File: src/sv/dcd_pkg.sv
`timescale 1ns / 1ps
`default_nettype none

package dcd_pkg;

   // Default sizes, handed to the top-level parameters
   localparam int DICT_DEPTH_DEF = 4096;
   localparam int MAX_STRING_DEF = 29;

   // Fixed field widths
   localparam int CODE_W = 12;
   localparam int CHAR_W = 8;
   localparam int LINK_W = 15;

   // Link value that ends a chain
   localparam logic [LINK_W-1:0] END_LINK = 15'h7FFF;

   // Opcodes
   localparam logic OP_LOAD = 1'b0;
   localparam logic OP_DATA = 1'b1;

   // Command queue depth between front and back
   localparam int QUEUE_DEPTH = 4;

   typedef struct packed {
      logic              opcode;
      logic [CODE_W-1:0] entry_index;
      logic [CHAR_W-1:0] entry_char;
      logic [LINK_W-1:0] entry_link;
      logic [CHAR_W-1:0] data_byte;
      logic              packet_last;
   } dcd_req_type;

   typedef struct packed {
      logic [CHAR_W-1:0] out_char;
      logic              char_valid;
      logic              code_last;
      logic              packet_end;
      logic              chain_overflow;
   } dcd_rsp_type;

   // One classified command, front to back
   typedef struct packed {
      logic              is_load;
      logic              has_code;
      logic              pkt_last;
      logic [CODE_W-1:0] code;
      logic [CHAR_W-1:0] ch;
      logic              end_mark;
      logic [CODE_W-1:0] link;
   } dcd_cmd_type;

   // One dictionary entry
   typedef struct packed {
      logic [CHAR_W-1:0] ch;
      logic              end_mark;
      logic [CODE_W-1:0] link;
   } dcd_entry_type;

   typedef enum logic [1:0] {
      PH_FIRST,
      PH_SECOND,
      PH_THIRD
   } dcd_phase_type;

   typedef enum logic [1:0] {
      ST_IDLE,
      ST_WALK,
      ST_EMIT,
      ST_MARK
   } dcd_state_type;

endpackage

`default_nettype wire

File: src/sv/dcd_front.sv
`timescale 1ns / 1ps
`default_nettype none

module dcd_front (
   input  wire                  clock,
   input  wire                  reset,
   input  wire                  req_valid,
   output logic                 req_ready,
   input  dcd_pkg::dcd_req_type req_data,
   output logic                 q_push,
   output dcd_pkg::dcd_cmd_type q_cmd,
   input  wire                  q_ready
);
   import dcd_pkg::*;

   dcd_phase_type     phase_ff, phase_in;
   logic [CHAR_W-1:0] held_ff, held_in;
   logic              accept;
   logic              is_data;
   logic              has_code;
   logic [CODE_W-1:0] code;

   assign req_ready = q_ready;
   assign accept    = req_valid && req_ready;
   assign is_data   = (req_data.opcode == OP_DATA);

   // Unpack two 12-bit codes from three bytes
   always_comb begin
      phase_in = phase_ff;
      held_in  = held_ff;
      has_code = 1'b0;
      code     = '0;
      unique case (phase_ff)
         PH_FIRST: begin
            held_in  = req_data.data_byte;
            phase_in = PH_SECOND;
         end
         PH_SECOND: begin
            code     = {held_ff, req_data.data_byte[7:4]};
            held_in  = {4'b0, req_data.data_byte[3:0]};
            has_code = 1'b1;
            phase_in = PH_THIRD;
         end
         PH_THIRD: begin
            code     = {held_ff[3:0], req_data.data_byte};
            held_in  = '0;
            has_code = 1'b1;
            phase_in = PH_FIRST;
         end
         default: begin
            phase_in = PH_FIRST;
            held_in  = '0;
         end
      endcase
      // Drop partial bits at the end of a packet
      if (req_data.packet_last) begin
         phase_in = PH_FIRST;
         held_in  = '0;
      end
   end

   // Build the command; loads go through the queue to keep order with walks
   always_comb begin
      q_cmd = '0;
      if (is_data) begin
         q_cmd.has_code = has_code;
         q_cmd.pkt_last = req_data.packet_last;
         q_cmd.code     = code;
      end else begin
         q_cmd.is_load  = 1'b1;
         q_cmd.code     = req_data.entry_index;
         q_cmd.ch       = req_data.entry_char;
         q_cmd.end_mark = (req_data.entry_link == END_LINK);
         q_cmd.link     = req_data.entry_link[CODE_W-1:0];
      end
      q_push = accept && (!is_data || has_code || req_data.packet_last);
   end

   always_ff @(posedge clock) begin
      if (reset) begin
         phase_ff <= PH_FIRST;
         held_ff  <= '0;
      end else if (accept && is_data) begin
         phase_ff <= phase_in;
         held_ff  <= held_in;
      end
   end

endmodule

`default_nettype wire

File: config.mk
export PLATFORM = sky130hd
export DESIGN_NAME = dcd_front
export DESIGN_NICKNAME = d
export VERILOG_FILES = /design/src/sv/dcd_pkg.sv /design/src/sv/dcd_front.sv
export SDC_FILE = /design/constraint.sdc
export NUM_CORES = 1
export LEC_CHECK = 0
export BUFFER_PORTS_ARGS = -buffer_cell sky130_fd_sc_hd__buf_2
export CELL_PAD_IN_SITES_DETAIL_PLACEMENT = 1
export CELL_PAD_IN_SITES_GLOBAL_PLACEMENT = 1
export CORE_MARGIN = 3
export CORE_UTILIZATION = 21
export CTS_BUF_LIST = sky130_fd_sc_hd__clkbuf_4 sky130_fd_sc_hd__clkbuf_8 sky130_fd_sc_hd__clkbuf_16
export CTS_CLUSTER_SIZE = 24
export DETAILED_ROUTE_END_ITERATION = 10
export PLACE_DENSITY_LB_ADDON = 0.1
export SYNTH_ARGS = -nofsm -noshare
export SYNTH_HDL_FRONTEND = slang
export SYNTH_SLANG_ARGS = --single-unit
File: constraint.sdc
create_clock -name clock -period 1.4 [get_ports clock]
set_clock_uncertainty 0.05 [all_clocks]
set_input_delay 0.21 -clock clock [delete_from_list [all_inputs] [get_ports clock]]
set_output_delay 0.21 -clock clock [all_outputs]
set_load 0.01 [all_outputs]
# --- Word level (Yosys, flattened, before mapping) ---
# Index checks and enable logic that the tools add are counted.
word_totals:
  reg_bits: 10
  latch_bits: 0
  ram_bits: 0
  romBits: 0
  input_bits: 49
  elab_cells: 23
  mem_count: 0
op_classes:
  addsub: 0
  multipliers: 0
  div_mod_pow: 0
  magnitude_cmp: 0
  n_eq_ne: 3
  shift: 0
  muxes: 10
  n_bitwise: 0
  n_reduce_logical: 8
ops:
  columns: ["cell", "count"]
  rows:
  - ["one-hot mux 12 bit (2 select lines)", 1]
  - ["two-way mux 21 bit", 1]
  - ["one-hot mux 8 bit (2 select lines)", 1]
  - ["== test 15 bit (second input constant)", 1]
  - ["two-way mux 12 bit", 1]
  - ["two-way mux 8 bit", 1]
  - ["two-way mux 2 bit", 2]
  - ["one-hot mux 2 bit (2 select lines)", 1]
  - ["logical AND 1 bit", 3]
  - ["== test 2 x 1 -> 1 bit (second input constant)", 1]
  - ["== test 2 bit (second input constant)", 1]
  - ["logical NOT 2 bit", 1]
  - ["logical OR 1 bit", 2]
  - ["two-way mux 1 bit", 2]
  - ["OR reduction 2 bit", 1]
  - ["logical NOT 1 bit", 1]

# --- Longest topological paths before layout ---
logic_depth:
  depth_word: 6
  mapped_depth: 5
  depth_no_buf: 5

# --- Worst setup path after synthesis ---
# OpenSTA, ideal clock, no wires.
synth_path:
  kind: "register -> output"
  start: "register phase_ff[0]"
  end: "output port q_cmd[23] in the netlist's numbering"
  t_arrival_ns: 1.247
  required_time_ns: 1.140
  setup_slack_ns: -0.107
  stages_incl_launch_ff: 6
  path_buffers: 1
  cell_sequence: "dfxtp_1 -> inv_1 -> ha_1 -> nand2_1 -> clkbuf_1 -> o2bb2ai_1"
synth_lines:
  columns: ["item", "line", "text"]
  rows:
  - ["start: declaration", "dcd_front.sv:16", "dcd_phase_type phase_ff, phase_in;"]
  - ["start signal: assignment", "dcd_front.sv:84", "phase_ff <= phase_in;"]
  - ["end: declaration", "dcd_front.sv:11", "output dcd_pkg::dcd_cmd_type q_cmd,"]

==> out/results.tsv <==
metric	value	unit
grt_max_degree	17	
synth_compound_gate_area_share	31.4	%
worstSetupPathType	reg -> out	
violations	setup timing	
synth.distinct_cells	27	
hold_viol_final	0	
intPower	741	uW
area_growth_syn_to_layout	116	%
wl_per_cell	16.0	um
crit_buf_inv	3	
die_w	71.1	um
slowest_delay	0.37	ns
cts_tree	built	
synth_top_area_share	22.5	%
period_share	121	%
n_fill_cell	464	
synthAdderAreaFrac	5.63	%
final_common_cell	buf_2	
drc	0	
layout_min_cycle_time	1.70	ns
avgSynthCellArea	8.01	sq um
ant_nets	0	
synthMuxAreaShare	0	%
min_to	held_ff[3]	
numCtsBuffers	3	
max-slew-margin-rel	79.9	%
dieArea	5050	sq um
p_sw	304	uW
arrival	1.44	ns
clk_latency	0.24	ns
wl	4050	um
reg2reg_depth	6	
syn-num-nets	164	
grt_setup_unrepaired	yes	
crit_fanout	5	
cts_buffer_depth	2	
vias	1238	
pin_count	87	
reg2reg_slack	0	ns
p_clk_share	35.0	%
worstSetupEndpointType	output pin	
cts.sinks	10	
clk_pin_slew	0.05	ns
hold_path_depth	2	
synthSimpleGateAreaFrac	31.4	%
synth_area	890	sq um
viasPerCell	4.89	
p_comb_share	36.7	%
drtIter0Drc	28	
dieHeight	71.1	um
diodes	0	
r2r-start	phase_ff[1]	
root_buffer	clkbuf_8	
coreArea	4060	sq um
slew_viol_final	0	
finalNetCount	257	
setup_viol	14	
grt.overflow.total	0	
num_rows	23	
placed_cell_area	1590	sq um
mostFrequentLayoutCells	buf_2, nor2b_1, a22oi_2	
antenna_found_initial	0	
synthXorXnorAreaFrac	0	%
ir_drop	0.254	mV
p_seq_share	28.3	%
htreeDepth	1	
synth_top_family_by_area	compound AO/OA/AOI/OAI gates	
yosys-top-cells-area	dfxtp_1, nor2b_1, o2bb2ai_1	
fmax	589	MHz
final_util	47.5	%
setup_ws	-0.297	ns
timing.hold.ws	0.182	ns
holdCritStartpoint	req_data[4]	
cpMaxStageDelayCell	dfxtp_4	
r2r_end	held_ff[2]	
crit_family	flip-flops	
finalNonFillerCells	253	
fin_area	1930	sq um
grt_pass1_wl	6450	um
initial_core_util	21.9	%
drive_gt1_share	70.9	%
crit_chain	inv_4 -> ha_4 -> nand2_8 -> buf_16 -> o2bb2ai_4 -> buf_6	
track_usage	16.1	%
holdCritPathClass	in -> reg	
ys_seq_area_share	22.5	%
dpl.hpwl	3100	um
placedCellCount	244	
yosysWarnings	0	
dr.pass1.iters	3	
power.density	543	nW/um^2
synthCells	111	
io_buffers	86	
required	1.14	ns
synth_seq_cells	10	
startpoint_type	flip-flop	
worst_slew_pin_slew	0.301	ns
place_congestion	0.747	
leakage	0.000810	uW
synth_top_area_cell	dfxtp_1	
max-cap-violations	0	
outcome	complete, but fails checks	
grt_pass1_vias	1380	
swShare	29.1	%
layer usage:
metal	up-vias	global-route usage, %	wire length, um
met4	0	1.88	0
met2	37	32.2	2330
li1	597	-	-
met5	-	0	0
met3	0	4.69	203
met1	604	16.8	1520
stage by stage:
stage | setup WS (ns) | power [uW] | setup TNS [ns]
final | -0.297 | 1050 | -3.67
after global routing | -0.349 | 1100 | -4.74
after CTS | -0.288 | 1050 | -3.61
after detailed placement | -0.257 | 637 | -3.34
after global placement | -0.195 | 628 | -2.47
after floorplan | -0.00290 | 468 | -0.0203
cell families after synthesis:
logic type | after synthesis
and+or+nand+nor | 47
AOI/OAI and AO/OA | 36
buffers and inverters | 14
DFF | 10
adders and majority gates | 4
registers in the layout, indices dropped and copies added (netlist names):
| name | count |
|---|---|
| held_ff | 8 |
| phase_ff | 2 |
Yosys cell counts, drive strengths merged:
cell and count:
nand4 3, nand2 8, dfxtp 10, a22oi 12, ha 4, a21oi 7
o311a 1, a31o 4, and3 1, nor3b 4, nor4 1, buf 5
nor2b 19, and2b 2, o2bb2ai 12, nand3 6, clkbuf 5, and2 1
nor3 1, inv 4, nand3b 1
how the worst max path moves through the flow:
stage	from	to	slack, ns	cells past startpoint
6_report	phase_ff[0]	q_cmd[24]	-0.30	6
5_1_grt	phase_ff[0]	q_cmd[22]	-0.35	6
4_1_cts	phase_ff[0]	q_cmd[23]	-0.29	6
3_5_place_dp	phase_ff[0]	q_cmd[23]	-0.26	5
3_3_place_gp	phase_ff[0]	q_cmd[24]	-0.20	5
2_1_floorplan	phase_ff[1]	q_cmd[23]	-0.003	5
cell type report:
class | count | area [sq um] | area share (%)
repair buffers | 98 | 669 | 34.8
well taps | 50 | 62.6 | 3.25
inverters | 4 | 22.5 | 1.17
flip-flops and latches | 10 | 205 | 10.7
clock buffers | 4 | 55.1 | 2.86
multi-input cells | 87 | 911 | 47.3
power by group through the flow:
stage	clock network (uW)	registers, uW	logic (uW)
6_report	366	295	384
4_1_cts	369	295	386
3_5_place_dp	0	301	336
2_1_floorplan	0	299	169
5_1_grt	386	296	415
3_3_place_gp	0	300	328
timing repair:
action | 4_1_cts | 5_1_grt
setup buffers | 3 | 1
gates cloned | 1 | 0
pin swaps | 18 | 6
setup endpoints to repair | 18 | 19
resized for setup | 41 | 3
hold buffers | 0 | 0
endpoints found under the hold margin | 0 | 0
worst register-to-register path: cells and delay by family (launching register included):
kind                       cells  cell delay [ns]
and+or+nand+nor                1             0.09
AOI/OAI and AO/OA              2             0.42
buffers and inverters          2             0.21
adders and majority gates      1             0.18
DFF                            1             0.34
Note: power is estimated with default switching activity, not from simulation.
