$ cat src/sv/dcd_pkg.sv
`timescale 1ns / 1ps
`default_nettype none

package dcd_pkg;

   // Default sizes, handed to the top-level parameters
   localparam int DICT_DEPTH_DEF = 4096;
   localparam int MAX_STRING_DEF = 29;

   // Fixed field widths
   localparam int CODE_W = 12;
   localparam int CHAR_W = 8;
   localparam int LINK_W = 15;

   // Link value that ends a chain
   localparam logic [LINK_W-1:0] END_LINK = 15'h7FFF;

   // Opcodes
   localparam logic OP_LOAD = 1'b0;
   localparam logic OP_DATA = 1'b1;

   // Command queue depth between front and back
   localparam int QUEUE_DEPTH = 4;

   typedef struct packed {
      logic              opcode;
      logic [CODE_W-1:0] entry_index;
      logic [CHAR_W-1:0] entry_char;
      logic [LINK_W-1:0] entry_link;
      logic [CHAR_W-1:0] data_byte;
      logic              packet_last;
   } dcd_req_type;

   typedef struct packed {
      logic [CHAR_W-1:0] out_char;
      logic              char_valid;
      logic              code_last;
      logic              packet_end;
      logic              chain_overflow;
   } dcd_rsp_type;

   // One classified command, front to back
   typedef struct packed {
      logic              is_load;
      logic              has_code;
      logic              pkt_last;
      logic [CODE_W-1:0] code;
      logic [CHAR_W-1:0] ch;
      logic              end_mark;
      logic [CODE_W-1:0] link;
   } dcd_cmd_type;

   // One dictionary entry
   typedef struct packed {
      logic [CHAR_W-1:0] ch;
      logic              end_mark;
      logic [CODE_W-1:0] link;
   } dcd_entry_type;

   typedef enum logic [1:0] {
      PH_FIRST,
      PH_SECOND,
      PH_THIRD
   } dcd_phase_type;

   typedef enum logic [1:0] {
      ST_IDLE,
      ST_WALK,
      ST_EMIT,
      ST_MARK
   } dcd_state_type;

endpackage

`default_nettype wire

$ cat src/sv/dcd_fifo.sv
`timescale 1ns / 1ps
`default_nettype none

module dcd_fifo (
   input  wire                  clock,
   input  wire                  reset,
   input  wire                  push,
   input  dcd_pkg::dcd_cmd_type push_cmd,
   output logic                 push_ready,
   input  wire                  pop,
   output logic                 pop_valid,
   output dcd_pkg::dcd_cmd_type pop_cmd
);
   import dcd_pkg::*;

   localparam int PW = $clog2(QUEUE_DEPTH);

   dcd_cmd_type   slot_ff [QUEUE_DEPTH];
   logic [PW-1:0] wr_ptr_ff, wr_ptr_in;
   logic [PW-1:0] rd_ptr_ff, rd_ptr_in;
   logic [PW:0]   count_ff, count_in;
   logic          do_push;
   logic          do_pop;

   assign push_ready = (count_ff != (PW+1)'(QUEUE_DEPTH));
   assign pop_valid  = (count_ff != '0);
   assign pop_cmd    = slot_ff[rd_ptr_ff];
   assign do_push    = push && push_ready;
   assign do_pop     = pop && pop_valid;

   // Advance pointers, wrapping at the depth
   always_comb begin
      wr_ptr_in = wr_ptr_ff;
      rd_ptr_in = rd_ptr_ff;
      count_in  = count_ff;
      if (do_push) begin
         wr_ptr_in = (wr_ptr_ff == PW'(QUEUE_DEPTH - 1)) ? '0 : wr_ptr_ff + PW'(1);
      end
      if (do_pop) begin
         rd_ptr_in = (rd_ptr_ff == PW'(QUEUE_DEPTH - 1)) ? '0 : rd_ptr_ff + PW'(1);
      end
      if (do_push && !do_pop) begin
         count_in = count_ff + (PW+1)'(1);
      end else if (do_pop && !do_push) begin
         count_in = count_ff - (PW+1)'(1);
      end
   end

   always_ff @(posedge clock) begin
      if (reset) begin
         wr_ptr_ff <= '0;
         rd_ptr_ff <= '0;
         count_ff  <= '0;
      end else begin
         wr_ptr_ff <= wr_ptr_in;
         rd_ptr_ff <= rd_ptr_in;
         count_ff  <= count_in;
      end
   end

   always_ff @(posedge clock) begin
      if (do_push) begin
         slot_ff[wr_ptr_ff] <= push_cmd;
      end
   end

endmodule

`default_nettype wire

$ cat config.mk
export PLATFORM = sky130hd
export DESIGN_NAME = dcd_fifo
export DESIGN_NICKNAME = d
export VERILOG_FILES = /design/src/sv/dcd_pkg.sv /design/src/sv/dcd_fifo.sv
export SDC_FILE = /design/constraint.sdc
export NUM_CORES = 1
export LEC_CHECK = 0
export BUFFER_PORTS_ARGS = -buffer_cell sky130_fd_sc_hd__buf_2
export CORE_MARGIN = 5
export CORE_UTILIZATION = 55
export DETAILED_ROUTE_END_ITERATION = 16
export PLACE_DENSITY = 0.77
export SLEW_MARGIN = 15
export SYNTH_ARGS = -nofsm -noshare
export SYNTH_HDL_FRONTEND = slang
export SYNTH_SLANG_ARGS = --single-unit
export TNS_END_PERCENT = 20
$ cat constraint.sdc
create_clock -name clock -period 2.7 [get_ports clock]
set_input_delay 0.135 -clock clock [delete_from_list [all_inputs] [get_ports clock]]
set_output_delay 0.135 -clock clock [all_outputs]
set_load 0.03 [all_outputs]
# Yosys cells after proc, flatten, opt, wreduce, memory -nomap -nowiden
# Memory sizes are Yosys's and may differ from the RTL's. A register that Yosys moved wholly into a read port is not among the register bits.
# Cells that the tools add are included.
word_totals:
  elab_cells: 27
  output_inout_bits: 38
  register_bits: 7
  ramBits: 144
  mem_count: 1
classes:
  n_eq_ne: 3
  add_sub_neg: 4
  n_reduce_logical: 8
  n_mux: 8
memory_table:
  columns: ["memory", "depth", "width", "read_ports", "rd_clocked_by_memory_dff", "write_ports", "line", "source"]
  rows:
  - ["slot_ff", 4, 36, 1, 1, 1, "dcd_fifo.sv:18", "dcd_cmd_type slot_ff [QUEUE_DEPTH];"]
ops:
  columns: ["cell", "count"]
  rows:
  - ["$mux 2", 4]
  - ["$mux 3", 2]
  - ["$add 2x1->2 const B", 2]
  - ["$eq 2x2->1 const B", 2]
  - ["$logic_and 1x1->1", 4]
  - ["$add 3x1->3 const B", 1]
  - ["$ne 3x3->1 const B", 1]
  - ["$reduce_bool 3->1", 1]
  - ["$sub 3x1->3 const B", 1]
  - ["$logic_not 1->1", 2]
  - ["$mux 1", 2]
  - ["$reduce_bool 2->1", 1]

# Longest topological paths before layout
# Gate-level depths: netlist of the first run.
depth:
  word_depth: 6
  mapped_depth: 9
  depth_no_buf: 8

# Worst setup path before layout of the first run
# No wires, ideal clock.
synth_path:
  kind: "reg2reg"
  startpoint: "register count_ff[0]"
  endpoint: "register count_ff[2]"
  n_path_buf: 1
  arrival_time_ns: 2.220
  path_stages_with_launch: 10
  period_less_slack_ns: 2.290
  path_slack_ns: 0.410
  required_ns: 2.630
  setup_time_ns: 0.070
  path_cell_list: "dfxtp_1 -> or3b_1 -> clkbuf_2 -> and2_4 -> ha_1 -> inv_1 -> fa_1 -> xor2_1 -> or3_2 -> a21oi_1"
synth_between:
  elab_chain_len: 5
  elab_cells_between_ends: 13
  classes_between: "add/sub: 2; eq/ne: 1; mux: 2; reduce/logical: 8"
synth_lines:
  columns: ["element", "line", "source"]
  rows:
  - ["start, declared", "dcd_fifo.sv:21", "logic [PW:0] count_ff, count_in;"]
  - ["start signal, assigned", "dcd_fifo.sv:57", "count_ff <= count_in;"]
  - ["$ne 3x3->1 *", "dcd_fifo.sv:25", "assign push_ready = (count_ff != (PW+1)'(QUEUE_DEPTH));"]
  - ["via push_ready", "dcd_fifo.sv:9", "output logic push_ready,"]
  - ["$logic_and 1x1->1 *", "dcd_fifo.sv:28", "assign do_push = push && push_ready;"]
  - ["via do_push", "dcd_fifo.sv:22", "logic do_push;"]
  - ["$logic_not 1->1", "dcd_fifo.sv:44", "end else if (do_pop && !do_push) begin"]
  - ["$logic_and 1x1->1", "dcd_fifo.sv:44", null]
  - ["$reduce_bool 2->1 (no source line)", null, null]
# The timed path passes the listed nets; every way through them passes the cells marked *. The select of a mux whose other input is x is not followed.
# A chain may end at the register's enable or synchronous reset.

==> qor_table.md, run 1 <==
| Quantity | This run |
| --- | --- |
| Critical path arrival | 2.22 ns |
| DRT antenna net count | 0 |
| Final weighted congestion in routability-driven placement | 0.705 |
| Peak per-stage delay on the critical path | 0.64 ns |
| Async set or reset register ratio after synthesis | 0% |
| Remaining global-route overflow | 0 |
| Number of setup buffers added after CTS | 0 |
| Share of cells above drive strength 1 | 42.1% |
| Kind of critical path | reg2out |
| Initial antenna violation count | 0 |
| FF-to-FF Start | count_ff[0] |
| Total CTS buffers | 17 |
| Mean instance size in the synthesized netlist | 24.0 um2 |
| Worst setup slack for register-to-register paths | 0.41 ns |
| Mapped Cells | 236 |
| Hold path startpoint | pop |
| Number of optimization iterations in the first detailed-route pass | 4 |
| Synthesis-to-layout area growth | 27.0% |
| Maximum vdd drop | 0.781 mV |
| Min Clock Period, post-route | 2.36 ns |
| Clock insertion delay at the later pin of the skew report | 0.51 ns |
| Critical path's top delay family | flip-flops |
| Final setup viols | 0 |
| Cell-by-cell trace of the critical path | buf_12 -> mux4_2 -> buf_2 |
| Slew at the pin with the worst max-slew slack | 0.960 ns |
| Total of warnings raised by yosys | 0 |
| Dominant cell by count in the synthesized netlist | sky130_fd_sc_hd__edfxtp_1 |
| EDFF count, synth | 144 |
| Critical Path RT | 2.57 ns |
| Number of distinct library cell variants in the gate-level netlist after synthesis | 27 |
| Synthesized cell area | 5660 um2 |
| Count of filler cells inserted in the layout | 626 |
| Synth area leaders | sky130_fd_sc_hd__edfxtp_1 76%, sky130_fd_sc_hd__mux4_2 14%, sky130_fd_sc_hd__dfxtp_1 3.2% |
| DRC violations left | 0 |
| Slew margin rel. | 36.0% |
| Vias after detailed routing | 2727 |
| Placeable core region | 10200 um2 |
| First DRT Iteration DRCs | 158 |
| Number of cells on the worst hold path | 5 |
| Combined buffer and inverter count along the critical path | 2 |
| First-pass GRT wire length | 16.3 mm |
| Width of the chip | 111 um |
| Final count of pins violating max slew | 0 |
| DP HPWL | 5.85 mm |
| Max Cap Viol | 0 |
| Slowest stage cell on the critical path | sky130_fd_sc_hd__dfxtp_2 |
| Number of buffers inserted by hold repair at cts | 38 |
| Buffers from clock root to sink, at most | 2 |
| Largest net degree at the start of global routing | 37 |
| Critical-path maximum fanout | 24 |
| Critical Path End Type | output pin |
| F_max | 0.424 GHz |
| Static Leak | 0.00251 uW |
| Total power | 6930 uW |
| DIE AREA | 12400 um2 |
| Type of the worst min-delay path | in2reg |
| Most common flop cell mapped by yosys | sky130_fd_sc_hd__edfxtp_1 |
| Total wirelength of the detailed-routed design | 10.0 mm |
| Total number of clock tree sinks | 153 |
| Reg-to-reg critical path endpoint | count_ff[2] |
| Clock skew after layout | 0.0128 ns |
| Core Rows | 37 |
| Synth Net Count | 283 |
| Library cell with the largest summed area after synthesis | sky130_fd_sc_hd__edfxtp_1 |
| Total I/O pin count | 78 |
| Power density normalized to cell area | 964 nW/um2 |
| Worst reg2reg path depth | 8 |
| # resized after CTS | 0 |
| Hold violation count in the final report | 0 |
| Area share of the largest cell type after synthesis | 76.4% |
| Overall Global Routing Usage | 17.6% |
| Unrepaired setup endpoints after global routing | no |
| Antenna diode instance count | 0 |
| Number of register bits inferred by synthesis | 153 |
| Outcome | completed |
| Via count of the first global-routing pass | 3024 |
| Most frequent cells after synthesis | 144 x sky130_fd_sc_hd__edfxtp_1, 36 x sky130_fd_sc_hd__mux4_2, 9 x sky130_fd_sc_hd__dfxtp_1 |
| Effective utilization at floorplan | 55.6% |
| Detail-routed via count per cell | 5.28 |
| Aggregate negative setup slack | 0 ns |
| Ratio of final minimum period to clock period | 87.4% |
| Sequential-to-total area share from yosys stat | 79.5% |
| CP startpoint kind | flip-flop |
| CTS tree | done |
| Total Nets Final | 414 |
| # H-tree levels | 4 |
| Port Buf Inserts | 77 |
| Average wire length per cell after detail routing | 19.4 um |
| Clock-pin slew of the registers on the worst-case setup and hold paths | 0.06 ns |
| Height of the die | 111 um |
| Clock Tree Root | sky130_fd_sc_hd__clkbuf_8 |
-- layout make-up --
| type | count | area (um2) | share of cell area (%) |
|---|---|---|---|
| inverters | 3 | 11.3 | 0.157 |
| multi-input cells | 70 | 1090 | 15.2 |
| well taps | 136 | 170 | 2.37 |
| clock inverters | 13 | 154 | 2.14 |
| clock buffers | 19 | 422 | 5.86 |
| flip-flops and latches | 153 | 4510 | 62.7 |
| repair buffers | 122 | 831 | 11.6 |
-- registers in the layout (all words and copies together) (netlist names), named ones only --
name,cells
rd_ptr_ff,2
wr_ptr_ff,2
slot_ff,144
count_ff,3
-- layer usage --
metal	global-route usage, %	wire length (um)
met5	0	0
met4	5.84	53
met3	5.71	507
met2	29.2	5370
met1	22.0	4070
-- logic make-up after synthesis --
| family | count (synthesis) | synth area share [%] |
|---|---|---|
| AO/OA/AOI/OAI | 5 | 0.619 |
| XOR/XNOR | 2 | 0.309 |
| adder cells (fa/ha/maj) | 7 | 1.68 |
| buffers and inverters | 13 | 1.13 |
| flip-flops | 153 | 79.5 |
| multiplexers | 39 | 14.8 |
| AND/OR/NAND/NOR | 17 | 1.88 |
-- how the worst max path moves through the flow --
stage           startpoint     endpoint  slack (ns)  cells past startpoint
3_5_place_dp   count_ff[0]  count_ff[2]        0.44                      8
3_3_place_gp   count_ff[0]  count_ff[2]        0.52                      8
6_report         flip-flop  pop_cmd[27]        0.34                      3
4_1_cts          flip-flop  pop_cmd[27]        0.25                      3
5_1_grt          flip-flop  pop_cmd[27]        0.17                      3
2_1_floorplan  count_ff[0]  count_ff[2]        0.41                      9
-- per-stage QoR --
stage / hold WS (ns) / instances / cell area, um2 / util [%] / worst slack (ns)
2_1_floorplan: 0.234 / 236 / 5660 / - / 0.410
3_3_place_gp: 0.347 / 446 / 6230 / 61.2 / 0.524
3_5_place_dp: 0.350 / 446 / 6230 / 61.2 / 0.444
4_1_cts: 0.0942 / 516 / 7190 / 70.6 / 0.254
5_1_grt: 0.123 / 516 / 7190 / 70.6 / 0.170
6_report: 0.102 / 516 / 7190 / 70.6 / 0.341
-- cells in the final DEF, fill, tap and decap left out, drive strengths merged, types with 2 or more instances in the layout --
cell type / Yosys / routed
mux2i: 3 / 3
clkinvlp: 0 / 4
dlygate4sd3: 0 / 38
edfxtp: 144 / 144
or3: 3 / 3
o31ai: 2 / 2
xor2: 2 / 2
mux4: 36 / 36
nor2: 3 / 3
a21oi: 2 / 2
buf: 7 / 84
clkbuf: 3 / 19
dfxtp: 9 / 9
ha: 6 / 6
inv: 3 / 3
nand2b: 2 / 2
clkinv: 0 / 6
and3: 4 / 4
bufinv: 0 / 3
-- tightest hold or removal path, cell delays in order --
cell and delay, ns:
sky130_fd_sc_hd__buf_2 0.09, sky130_fd_sc_hd__o31ai_1 0.06, sky130_fd_sc_hd__buf_4 0.14, sky130_fd_sc_hd__nand2_1 0.07, sky130_fd_sc_hd__a21oi_1 0.07
-- power breakdown --
part | switching (uW) | internal, uW | leakage [uW] | total (uW)
clock | 878 | 1400 | 0.000273 | 2280
combinational | 992 | 654 | 0.000842 | 1650
sequential | 120 | 2890 | 0.00139 | 3010
total | 1990 | 4940 | 0.00251 | 6930
Power figures use the tool's default switching activity.
==> inputs of run 2 (changes only) <==
==> constraint.sdc (replaced) <==
create_clock -name clock -period 2.7 [get_ports clock]
set_input_delay 0.54 -clock clock [delete_from_list [all_inputs] [get_ports clock]]
set_output_delay 0.54 -clock clock [all_outputs]
set_load 0.03 [all_outputs]
==> qor_table.md, run 2 (same netlist as run 1, synthesis figures left out) <==
| Quantity | This run |
| --- | --- |
| Number of setup buffers added after CTS | 0 |
| Worst reg2reg path depth | 7 |
| Worst setup slack for register-to-register paths | 0.21 ns |
| DRT antenna net count | 0 |
| Total I/O pin count | 78 |
| Static Leak | 0.00233 uW |
| Total Nets Final | 374 |
| Total CTS buffers | 17 |
| Slew margin rel. | 33.6% |
| Destination of the critical timing path | count_ff[2] |
| Final count of pins violating max slew | 0 |
| Number of buffers inserted by hold repair at cts | 0 |
| Vias after detailed routing | 2577 |
| Commonest cells after routing, fill and taps aside | 144 x sky130_fd_sc_hd__edfxtp_1, 77 x sky130_fd_sc_hd__buf_2, 36 x sky130_fd_sc_hd__mux4_2 |
| Kind of critical path | reg2reg |
| First DRT Iteration DRCs | 159 |
| Type of the worst min-delay path | in2reg |
| Power density normalized to cell area | 997 nW/um2 |
| FF-to-FF Start | count_ff[0] |
| Overall Global Routing Usage | 16.7% |
| Synthesis-to-layout area growth | 19.9% |
| Total number of clock tree sinks | 153 |
| Max Cap Viol | 0 |
| Effective utilization at floorplan | 55.6% |
| Buffers from clock root to sink, at most | 2 |
| Antenna diode instance count | 0 |
| Critical-path maximum fanout | 5 |
| Remaining global-route overflow | 0 |
| Clock-pin slew of the registers on the worst-case setup and hold paths | 0.06 ns |
| Registers with the most flip-flops | slot_ff x144, count_ff x3 |
| Worst setup startpoint | count_ff[0] |
| Placeable core region | 10200 um2 |
| Total wirelength of the detailed-routed design | 9.58 mm |
| DP HPWL | 5.71 mm |
| Core Rows | 37 |
| Inst Count DP | 444 |
| Share of cells above drive strength 1 | 45.7% |
| Number of optimization iterations in the first detailed-route pass | 4 |
| Critical Path End Type | flip-flop |
| Clock Tree Root | sky130_fd_sc_hd__clkbuf_8 |
| Most common cell after layout, fill and taps aside | sky130_fd_sc_hd__edfxtp_1 |
| # resized after CTS | 0 |
| Average wire length per cell after detail routing | 20.2 um |
| Outcome | completed |
| Hold violation count in the final report | 0 |
| Detail-routed via count per cell | 5.43 |
| Maximum vdd drop | 0.578 mV |
| Unrepaired setup endpoints after global routing | no |
| Post-Layout Cell Count | 475 |
| Port Buf Inserts | 77 |
| CTS tree | done |
| Final setup viols | 0 |
| Min Clock Period, post-route | 2.49 ns |
| Critical Path RT | 3.14 ns |
| Reg-to-reg critical path endpoint | count_ff[2] |
| Initial antenna violation count | 0 |
| Ratio of final minimum period to clock period | 92.2% |
| CP startpoint kind | flip-flop |
| Slew at the pin with the worst max-slew slack | 0.996 ns |
| Flip-flop count of the largest register, all copies and words added | 144 |
| DRC violations left | 0 |
| Clock skew after layout | 0.00662 ns |
| Height of the die | 111 um |
| Clock insertion delay at the later pin of the skew report | 0.51 ns |
| Register ranked first by flip-flop count | slot_ff |
| Largest net degree at the start of global routing | 37 |
| Via count of the first global-routing pass | 2816 |
| Critical path arrival | 2.93 ns |
| Width of the chip | 111 um |
| First-pass GRT wire length | 15.5 mm |
| F_max | 0.402 GHz |
| DIE AREA | 12400 um2 |
| Aggregate negative setup slack | 0 ns |
| Final weighted congestion in routability-driven placement | 0.710 |
| # H-tree levels | 4 |
## run 2: where the power goes
group / internal [uW] / switching [uW] / total, uW / leakage [uW]
combinational: 618 / 1000 / 1620 / 0.000679
sequential: 2890 / 97.8 / 2980 / 0.00139
clock: 1300 / 864 / 2160 / 0.000260
total: 4800 / 1960 / 6770 / 0.00233
## run 2: worst min-delay path by stage
stage | from | to | slack [ns] | cells after the start
global route | push_cmd[21] | slot_ff[2][21] | 0.22 | 1
floorplan | rd_ptr_ff[0] | flip-flop | 0.46 | 2
detailed placement | rd_ptr_ff[0] | flip-flop | 0.49 | 2
finish | push_cmd[26] | slot_ff[1][26] | 0.24 | 1
CTS | push_cmd[26] | slot_ff[1][26] | 0.21 | 1
global placement | rd_ptr_ff[0] | flip-flop | 0.48 | 2
## run 2: metrics by stage
step | hold slack, ns | setup slack (ns) | area, um2 | power, uW | utilization, %
finish | 0.238 | 0.210 | 6790 | 6770 | 66.7
global route | 0.218 | 0.0546 | 6790 | 7070 | 66.7
CTS | 0.209 | 0.189 | 6790 | 6850 | 66.7
detailed placement | 0.487 | 0.217 | 6240 | 4690 | 61.3
global placement | 0.478 | 0.415 | 6240 | 4640 | 61.3
floorplan | 0.463 | 0.410 | 5660 | 4220 | -
## run 2: area by class of cell
class,instances,area [um2]
clock buffer,18,418
clock inverter,13,130
fill,671,3390
inverter,3,11.3
multi-input combinational,70,1090
sequential,153,4510
tap,136,170
timing repair buffer,82,460
## run 2: per-layer routing
metal | up-vias | track usage, % | routed length [um]
met4 | 0 | 6.57 | 86
met3 | 6 | 5.05 | 593
li1 | 1172 | - | -
met1 | 1312 | 20.8 | 3910
met2 | 87 | 27.9 | 5000
met5 | - | 0 | 0
## run 2: worst max-delay path, stage by stage (launching register included)
cell                      delay (ns)
sky130_fd_sc_hd__dfxtp_1        0.36
sky130_fd_sc_hd__o31ai_1        0.54
sky130_fd_sc_hd__ha_1           0.31
sky130_fd_sc_hd__inv_1          0.06
sky130_fd_sc_hd__fa_1           0.38
sky130_fd_sc_hd__xor2_1         0.18
sky130_fd_sc_hd__or3_2          0.41
sky130_fd_sc_hd__a21oi_1        0.17
==> inputs of run 3 (changes only) <==
CORE_MARGIN = 8   (was 5)
==> qor_table.md, run 3 (same netlist as run 1, synthesis figures left out) <==
| Quantity | This run |
| --- | --- |
| Outcome | completed |
| FF+latch area | 4510 um2 |
| Largest net degree at the start of global routing | 37 |
| Type of the worst min-delay path | in2reg |
| Slew margin rel. | 34.8% |
| # H-tree levels | 4 |
| Critical path arrival | 1.93 ns |
| Number of buffers inserted by hold repair at cts | 0 |
| Placement Cell Area | 6200 um2 |
| Cell-by-cell trace of the critical path | buf_12 -> mux4_2 -> buf_2 |
| CP startpoint kind | flip-flop |
| Layout Cell Area excl Fill | 6780 um2 |
| Registers with the most flip-flops | slot_ff x144, count_ff x3 |
| Critical Path End Type | output pin |
| Fraction of power consumed by sequential logic | 43.1% |
| Peak per-stage delay on the critical path | 0.58 ns |
| Total number of clock tree sinks | 153 |
| Synthesis-to-layout area growth | 19.7% |
| Commonest cells after routing, fill and taps aside | 144 x sky130_fd_sc_hd__edfxtp_1, 77 x sky130_fd_sc_hd__buf_2, 36 x sky130_fd_sc_hd__mux4_2 |
| Clock-pin slew of the registers on the worst-case setup and hold paths | 0.06 ns |
| Average wire length per cell after detail routing | 20.7 um |
| Endpoint of the worst hold path | slot_ff[0][13] |
| DRC violations left | 0 |
| Buffers from clock root to sink, at most | 2 |
| Total CTS buffers | 17 |
| Height of the die | 117 um |
| Critical path's top delay family | multiplexers |
| Initial antenna violation count | 0 |
| FF-to-FF Start | count_ff[1] |
| Number of cells on the worst hold path | 1 |
| First-pass GRT wire length | 15.8 mm |
| Hold path startpoint | push_cmd[13] |
| DIE AREA | 13800 um2 |
| Min Clock Period, post-route | 2.47 ns |
| CTS tree | done |
| Overall Global Routing Usage | 15.0% |
| Internal power | 4900 uW |
| Vias after detailed routing | 2567 |
| Register ranked first by flip-flop count | slot_ff |
| Total I/O pin count | 78 |
| Kind of critical path | reg2out |
| Combined buffer and inverter count along the critical path | 2 |
| Port Buf Inserts | 77 |
| Hold violation count in the final report | 0 |
| Final setup viols | 0 |
| Aggregate negative setup slack | 0 ns |
| Slowest stage cell on the critical path | sky130_fd_sc_hd__mux4_2 |
| Static Leak | 0.00232 uW |
| Ratio of final minimum period to clock period | 91.7% |
| Count of filler cells inserted in the layout | 655 |
| Width of the chip | 117 um |
| Clock Tree Root | sky130_fd_sc_hd__clkbuf_8 |
| F_max | 0.404 GHz |
| Placeable core region | 10100 um2 |
| Slew at the pin with the worst max-slew slack | 0.978 ns |
| Power density normalized to cell area | 1020 nW/um2 |
| Worst reg2reg path depth | 7 |
| Antenna diode instance count | 0 |
| Critical Path RT | 2.16 ns |
| First DRT Iteration DRCs | 151 |
| Most common cell after layout, fill and taps aside | sky130_fd_sc_hd__edfxtp_1 |
| Worst setup slack for register-to-register paths | 0.27 ns |
| Effective utilization at floorplan | 55.9% |
| Clock skew after layout | 0.0109 ns |
| Final count of pins violating max slew | 0 |
| Final weighted congestion in routability-driven placement | 0.708 |
| Max Cap Viol | 0 |
| Via count of the first global-routing pass | 2888 |
| Number of setup buffers added after CTS | 0 |
| Reg-to-reg critical path endpoint | count_ff[2] |
| Maximum vdd drop | 0.585 mV |
| # resized after CTS | 0 |
| Clock insertion delay at the later pin of the skew report | 0.52 ns |
| Relative contribution of combinational cells to total power | 23.7% |
| DRT antenna net count | 0 |
| Critical-path maximum fanout | 36 |
| DP HPWL | 5.80 mm |
| Unrepaired setup endpoints after global routing | no |
| Detail-routed via count per cell | 5.42 |
| Clock share of power | 33.1% |
| Total wirelength of the detailed-routed design | 9.80 mm |
| Net switching share of the total power | 28.9% |
| Remaining global-route overflow | 0 |
| Core Rows | 37 |
| Footprint of the multi-input gates | 1090 um2 |
| Flip-flop count of the largest register, all copies and words added | 144 |
| Share of cells above drive strength 1 | 45.3% |
| Number of optimization iterations in the first detailed-route pass | 5 |
| Total Nets Final | 372 |
| Switching power | 1990 uW |
==> run 3: worst max path at each step <==
stage | from | endpoint | slack (ns) | cells after the start
4_1_cts | flip-flop | pop_cmd[17] | 0.18 | 3
3_3_place_gp | count_ff[0] | count_ff[2] | 0.42 | 7
5_1_grt | flip-flop | pop_cmd[18] | 0.12 | 3
3_5_place_dp | count_ff[1] | count_ff[2] | 0.27 | 7
2_1_floorplan | count_ff[0] | count_ff[2] | 0.41 | 9
6_report | flip-flop | pop_cmd[17] | 0.23 | 3
==> run 3: metrics by stage <==
stage                     total power (uW)  utilization [%]  worst slack [ns]  hold WS (ns)  instances
final                                 6890             66.9             0.225         0.235        474
after global placement                4640             61.2             0.421         0.477        442
after global routing                  7170             66.9             0.120         0.209        474
after detailed placement              4690             61.2             0.269         0.482        442
after floorplan                       4220                -             0.410         0.463        236
after CTS                             6970             66.9             0.176         0.210        474
==> run 3: power by group through the flow <==
| stage | registers [uW] | logic [uW] | clock network, uW |
|---|---|---|---|
| global placement | 3000 | 1640 | 0 |
| floorplan | 2990 | 1230 | 0 |
| detailed placement | 3020 | 1660 | 0 |
| global route | 2990 | 1760 | 2420 |
| CTS | 2980 | 1670 | 2320 |
| finish | 2970 | 1640 | 2280 |
==> run 3: cell type report <==
type,instances,area share [%]
sequential,153,66.5
multi-input combinational,70,16.1
clock buffer,20,6.28
timing repair buffer,80,6.20
tap,136,2.51
clock inverter,12,2.21
inverter,3,0.166
==> run 3: layer usage <==
metal / GRT usage [%] / part of all wire [%] / up-vias
met5: 0 / 0 / -
met4: 6.33 / 1.5 / 0
met3: 5.66 / 4.8 / 10
met2: 24.8 / 52 / 56
met1: 17.2 / 42 / 1331
li1: - / - / 1170
==> run 3: worst reg2reg max path: cells and delay by family (launching register included) <==
family	cells	cell delay [ns]
AO/OA/AOI/OAI	2	0.69
XOR/XNOR	1	0.18
adder cells (fa/ha/maj)	2	0.67
buffers and inverters	1	0.06
flip-flops	1	0.35
AND/OR/NAND/NOR	1	0.41
